[src/sv/bdks_pkg.sv]
// Shared types, codes and constants for the bucket directory key search block.
`default_nettype none
package bdks_pkg;

  localparam int STORE_DEPTH_DEF = 4096;
  localparam int DIR_BITS_DEF    = 10;
  localparam int KEY_W           = 64;
  localparam int POS_W           = 12;
  localparam int LIMIT_W         = 13;
  localparam logic [LIMIT_W-1:0] LIMIT_RESET = 13'd4096;

  typedef enum logic [1:0] {
    OP_APPEND = 2'd0,
    OP_SEAL   = 2'd1,
    OP_QUERY  = 2'd2,
    OP_NONE   = 2'd3
  } op_t;

  typedef enum logic [2:0] {
    ST_OK        = 3'd0,
    ST_NOT_FOUND = 3'd1,
    ST_FULL      = 3'd2,
    ST_ORDER     = 3'd3,
    ST_PHASE     = 3'd4
  } status_t;

  typedef struct packed {
    logic [1:0]              op;
    logic signed [KEY_W-1:0] key;
  } in_t;

  typedef struct packed {
    logic [2:0]       status;
    logic [POS_W-1:0] position;
  } out_t;

  typedef enum logic [1:0] {
    KR_J   = 2'd0,
    KR_MID = 2'd1,
    KR_LO  = 2'd2
  } krd_sel_t;

  typedef enum logic [4:0] {
    S_IDLE, S_EXEC,
    S_BLD_RD, S_BLD_EVAL, S_BLD_FILL, S_TAIL,
    S_Q_A, S_Q_B, S_Q_C, S_Q_CHK,
    S_B_RD, S_B_EVAL, S_B_CHK, S_F_RD, S_F_EVAL,
    S_L_RD, S_L_EVAL
  } state_t;

  typedef struct packed {
    logic     load;
    logic     append;
    logic     bld_init;
    logic     bld_bkt;
    logic     dir_wr_j;
    logic     j_inc;
    logic     dir_wr_cnt;
    logic     set_sealed;
    logic     dir_rd_hi;
    logic     lo_from_dir;
    logic     hi_from_dir;
    krd_sel_t krd_sel;
    logic     bin_step;
    logic     lin_step;
    logic     res;
    status_t  res_status;
  } cmd_t;

  typedef struct packed {
    op_t  op;
    logic sealed;
    logic full;
    logic order_bad;
    logic j_end;
    logic nb_le_bkt;
    logic tail_more;
    logic lo_lt_hi;
    logic lo_lt_end;
    logic lo1_lt_hi;
    logic binary;
    logic eq;
  } flags_t;

endpackage
`default_nettype wire

[src/sv/bdks_ctrl.sv]
// Controller state machine: sequences append, directory build and search.
`default_nettype none
module bdks_ctrl import bdks_pkg::*; (
  input  wire logic   clk,
  input  wire logic   rst,
  input  wire logic   start,
  output logic        busy,
  input  wire flags_t flags,
  output cmd_t        cmd
);
  state_t state, state_next;

  always_ff @(posedge clk) begin
    if (rst) begin
      state <= S_IDLE;
    end else begin
      state <= state_next;
    end
  end

  assign busy = (state != S_IDLE);

  always_comb begin
    state_next = state;
    cmd = '0;
    cmd.krd_sel = KR_J;
    cmd.res_status = ST_OK;
    unique case (state)
      S_IDLE: begin
        if (start) begin
          cmd.load = 1'b1;
          state_next = S_EXEC;
        end
      end
      S_EXEC: begin
        unique case (flags.op)
          OP_APPEND: begin
            cmd.res = 1'b1;
            state_next = S_IDLE;
            if (flags.sealed) cmd.res_status = ST_PHASE;
            else if (flags.full) cmd.res_status = ST_FULL;
            else if (flags.order_bad) cmd.res_status = ST_ORDER;
            else cmd.append = 1'b1;
          end
          OP_SEAL: begin
            if (flags.sealed) begin
              cmd.res = 1'b1;
              cmd.res_status = ST_PHASE;
              state_next = S_IDLE;
            end else begin
              cmd.bld_init = 1'b1;
              state_next = S_BLD_RD;
            end
          end
          OP_QUERY: begin
            if (!flags.sealed) begin
              cmd.res = 1'b1;
              cmd.res_status = ST_PHASE;
              state_next = S_IDLE;
            end else begin
              state_next = S_Q_A;
            end
          end
          default: begin
            cmd.res = 1'b1;
            cmd.res_status = ST_PHASE;
            state_next = S_IDLE;
          end
        endcase
      end
      S_BLD_RD: begin
        cmd.krd_sel = KR_J;
        state_next = flags.j_end ? S_TAIL : S_BLD_EVAL;
      end
      S_BLD_EVAL: begin
        cmd.bld_bkt = 1'b1;
        state_next = S_BLD_FILL;
      end
      S_BLD_FILL: begin
        // point every bucket up to this key's bucket at this key
        if (flags.nb_le_bkt) begin
          cmd.dir_wr_j = 1'b1;
        end else begin
          cmd.j_inc = 1'b1;
          state_next = S_BLD_RD;
        end
      end
      S_TAIL: begin
        if (flags.tail_more) begin
          cmd.dir_wr_cnt = 1'b1;
        end else begin
          cmd.set_sealed = 1'b1;
          cmd.res = 1'b1;
          state_next = S_IDLE;
        end
      end
      S_Q_A: begin
        state_next = S_Q_B;
      end
      S_Q_B: begin
        cmd.dir_rd_hi = 1'b1;
        cmd.lo_from_dir = 1'b1;
        state_next = S_Q_C;
      end
      S_Q_C: begin
        cmd.hi_from_dir = 1'b1;
        state_next = S_Q_CHK;
      end
      S_Q_CHK: begin
        if (!flags.lo_lt_hi) begin
          cmd.res = 1'b1;
          cmd.res_status = ST_NOT_FOUND;
          state_next = S_IDLE;
        end else if (flags.binary) begin
          state_next = S_B_RD;
        end else begin
          state_next = S_L_RD;
        end
      end
      S_B_RD: begin
        cmd.krd_sel = KR_MID;
        state_next = S_B_EVAL;
      end
      S_B_EVAL: begin
        cmd.bin_step = 1'b1;
        state_next = S_B_CHK;
      end
      S_B_CHK: begin
        if (flags.lo_lt_hi) begin
          state_next = S_B_RD;
        end else if (flags.lo_lt_end) begin
          state_next = S_F_RD;
        end else begin
          cmd.res = 1'b1;
          cmd.res_status = ST_NOT_FOUND;
          state_next = S_IDLE;
        end
      end
      S_F_RD: begin
        cmd.krd_sel = KR_LO;
        state_next = S_F_EVAL;
      end
      S_F_EVAL: begin
        cmd.res = 1'b1;
        cmd.res_status = flags.eq ? ST_OK : ST_NOT_FOUND;
        state_next = S_IDLE;
      end
      S_L_RD: begin
        cmd.krd_sel = KR_LO;
        state_next = S_L_EVAL;
      end
      S_L_EVAL: begin
        if (flags.eq) begin
          cmd.res = 1'b1;
          state_next = S_IDLE;
        end else if (flags.lo1_lt_hi) begin
          cmd.lin_step = 1'b1;
          state_next = S_L_RD;
        end else begin
          cmd.res = 1'b1;
          cmd.res_status = ST_NOT_FOUND;
          state_next = S_IDLE;
        end
      end
      default: state_next = S_IDLE;
    endcase
  end
endmodule
`default_nettype wire

[config.mk]
export PLATFORM = sky130hd
export DESIGN_NAME = bdks_ctrl
export DESIGN_NICKNAME = d
export VERILOG_FILES = /design/src/sv/bdks_pkg.sv /design/src/sv/bdks_ctrl.sv
export SDC_FILE = /design/constraint.sdc
export NUM_CORES = 1
export LEC_CHECK = 0
export BUFFER_PORTS_ARGS = -buffer_cell sky130_fd_sc_hd__buf_2
export CAP_MARGIN = 20
export CORE_ASPECT_RATIO = 1.2
export CORE_MARGIN = 2
export CORE_UTILIZATION = 51
export CTS_CLUSTER_SIZE = 16
export DETAILED_ROUTE_END_ITERATION = 6
export GPL_TIMING_DRIVEN = 0
export PLACE_DENSITY = 0.9
export SLEW_MARGIN = 20
export SYNTH_ARGS = -nofsm -noshare
export SYNTH_HDL_FRONTEND = slang
export SYNTH_SLANG_ARGS = --single-unit
[constraint.sdc]
create_clock -name clk -period 2.6 [get_ports clk]
set_input_delay 0.26 -clock clk [delete_from_list [all_inputs] [get_ports clk]]
set_output_delay 0.26 -clock clk [all_outputs]
set_load 0.05 [all_outputs]
==> flow_summary.yaml <==
finish:
  syn2layout_area_growth_pct: 26.71
  layoutNonFillerInstCount: 176
  biggestRegsByFlops: "state (5)"
  regMostFlops: "state"
  post_route_cells_drive_above_1_share_pct: 36.08
  largest_reg_flops: 5
  layout.nets: 175
  antenna_cells_inserted: 0
yosys:
  synth_area_per_cell_um2: 7.087
  synthesis.nets: 135
  ys_async_sr_fraction_pct: 0
  netlist_instances: 119
  post_synth_num_cell_types: 43
  yosysWarnings: 0
  synth_sequential_area_ratio_pct: 11.87
  synth_edf_count: 0
  mappedNetlistArea_um2: 843.3
  synth_seq_cells: 5
  synth_ff_type: "sky130_fd_sc_hd__dfxtp_1"
sta:
  timing.max_slew.rel_slack_pct: 70.51
  slew_violations: 0
  setup-violations-final: 0
  timing.setup.tns_ns: 0
  setup_repair_after_global_routing_missed_its_margin: "false"
  final.period_utilization_pct: 86.87
  worst_pin_slew_ns: 0.4394
  skew_ns: 0.007866
  finalHoldViolCount: 0
  layout_min_cycle_time_ns: 2.259
  max_freq_mhz: 442.8
grt:
  grt_max_degree: 11
  grt_first_pass_wirelength_mm: 3.732
  grt_antenna_before_repair: 0
  first_global_vias: 946
  global_route.overflow_total: 0
  grt_use_total_pct: 25.11
die:
  std_cell_rows: 16
  core_footprint_um2: 1602
  die_area_um2: 1996
  die_width_um: 41.12
  initial_core_util_pct: 52.66
  io_pins: 36
  floorplan.die.height_um: 48.55
clock_network:
  cts_sinks: 5
  tritoncts: "done"
  cts_setup_buffers: 0
  postCtsResizedCells: 0
  cts.reportedPaths.clkPinSlew_ns: 0.05
  cts_hold_buffers: 0
  cts_max_level: 1
  worst_skew_pair.late_latency_ns: 0.25
  cell_chosen_for_the_clock_root: "sky130_fd_sc_hd__clkbuf_4"
  cts_buffers: 3
  cts_max_path_bufs: 2
pwr:
  vdd.ir_drop.worst_v: 0.0003370
  pwr_density_cell_nw_per_um2: 320.5
  power_leakage_nw: 0.5150
route:
  detailedRoute.firstPassIterationCount: 4
  post_drt_via_cell_ratio: 6.011
  post_drt_wl_per_cell_um: 13.39
  remaining_drc_errors: 0
  route.antenna.remaining_nets: 0
  via_count: 1058
  finalWirelength_mm: 2.356
  drt-initial-drc-count: 51
worst_setup_path:
  setup.reg_to_reg.worst_slack_ns: 1.00
  worstSetupPathType: "flip-flop to primary output"
  arrival_ns: 2.00
  worst_setup_path_start_kind: "flip-flop"
  critPathRequiredTime_ns: 2.34
  critical_path.max_fanout: 10
  crit_path_capture_type: "primary output"
outcome:
  run_status: "finished, final reports clean"
flow_run:
  maxCapViolations: 0
place:
  port-buffer-count: 35
  gp_routability_congestion: 0.8974
  placedCellCount: 172
  post-dp-hpwl_mm: 1.859
min_path:
  min_path_type: "input port to flip-flop"
layout make-up:
type / count / area (um^2)
fill: 149 / 533.0
multi-input combinational: 97 / 625.6
timing repair buffer: 35 / 175.2
clock inverter: 1 / 5.005
tap: 18 / 22.52
sequential: 5 / 100.1
clock buffer: 3 / 22.52
inverter: 5 / 18.77
buffer: 12 / 98.84
cell usage after synthesis, types with 3 or more instances:
cell type / count / area, um^2
sky130_fd_sc_hd__a21o_1: 3 / 22.52
sky130_fd_sc_hd__a31oi_1: 4 / 25.02
sky130_fd_sc_hd__and3_1: 3 / 18.77
sky130_fd_sc_hd__and3b_1: 3 / 26.28
sky130_fd_sc_hd__buf_2: 4 / 20.02
sky130_fd_sc_hd__buf_6: 6 / 67.56
sky130_fd_sc_hd__dfxtp_1: 5 / 100.1
sky130_fd_sc_hd__inv_1: 5 / 18.77
sky130_fd_sc_hd__nand2_1: 9 / 33.78
sky130_fd_sc_hd__nand2b_1: 4 / 25.02
sky130_fd_sc_hd__nor2_1: 17 / 63.81
sky130_fd_sc_hd__nor2b_1: 4 / 25.02
sky130_fd_sc_hd__nor3_1: 6 / 30.03
sky130_fd_sc_hd__nor3b_1: 5 / 37.54
sky130_fd_sc_hd__o21ai_0: 8 / 40.04
critical path: stages, from the launching register on:
cell and delay, ns:
sky130_fd_sc_hd__dfxtp_1 0.33, sky130_fd_sc_hd__buf_6 0.15, sky130_fd_sc_hd__or4b_1 0.53, sky130_fd_sc_hd__nor3_1 0.18
sky130_fd_sc_hd__a31oi_1 0.06, sky130_fd_sc_hd__o2111ai_1 0.20, sky130_fd_sc_hd__buf_2 0.30
final timing paths:
check                             start                     to  cells past startpoint
setup / recovery  state[1]$_SDFFE_PP0P_                 cmd[3]                      6
hold / removal                      rst  state[0]$_SDFFE_PP0P_                      2
setup reg to reg  state[4]$_SDFFE_PP0P_  state[0]$_SDFFE_PP0P_                      5
hold reg to reg   state[0]$_SDFFE_PP0P_  state[4]$_SDFFE_PP0P_                      3
layer usage:
layer / vias up / wire [um] / global-route usage (%)
met5: - / 0 / 0
met4: 0 / 61 / 8.065
met3: 6 / 194 / 5.505
met2: 51 / 1186 / 41.67
met1: 483 / 913 / 30.20
li1: 518 / - / -
per-stage QoR:
step / hold WS, ns / power (W) / setup slack (ns) / cell area [um^2] / utilization [%]
global route: 0.2496 / 0.0003642 / 0.2955 / 1069 / 66.72
global placement: 0.5022 / 0.0002467 / 0.6882 / 1041 / 65.00
finish: 0.2587 / 0.0003425 / 0.3415 / 1069 / 66.72
floorplan: 0.3262 / 0.0002080 / 0.1564 / 843.3 / -
detailed placement: 0.5004 / 0.0002490 / 0.6218 / 1041 / 65.00
CTS: 0.2445 / 0.0003438 / 0.3528 / 1069 / 66.72
power breakdown:
part           switching [W]  leakage (nW)  internal [W]
sequential        0.00000209        0.0406     0.0000803
combinational       0.000105         0.457     0.0000624
clock              0.0000367        0.0177     0.0000559
logic make-up (layout without fill, tap and decap cells):
group,count (synthesis),count (layout),share of synthesized area [%]
compound gates,28,28,23.44
buf+inv,17,56,13.95
flops,5,5,11.87
mux,1,1,1.187
simple gates,68,68,49.56
placed cells by master, fill, tap and decap left out, types with 5 or more instances in the layout:
cell type / n
sky130_fd_sc_hd__o21ai_0: 8
sky130_fd_sc_hd__nor2_1: 17
sky130_fd_sc_hd__inv_1: 5
sky130_fd_sc_hd__nor3_1: 6
sky130_fd_sc_hd__buf_6: 6
sky130_fd_sc_hd__nand2_1: 9
sky130_fd_sc_hd__buf_2: 39
sky130_fd_sc_hd__dfxtp_1: 5
sky130_fd_sc_hd__nor3b_1: 5
Note: power is estimated with default switching activity, not from simulation.
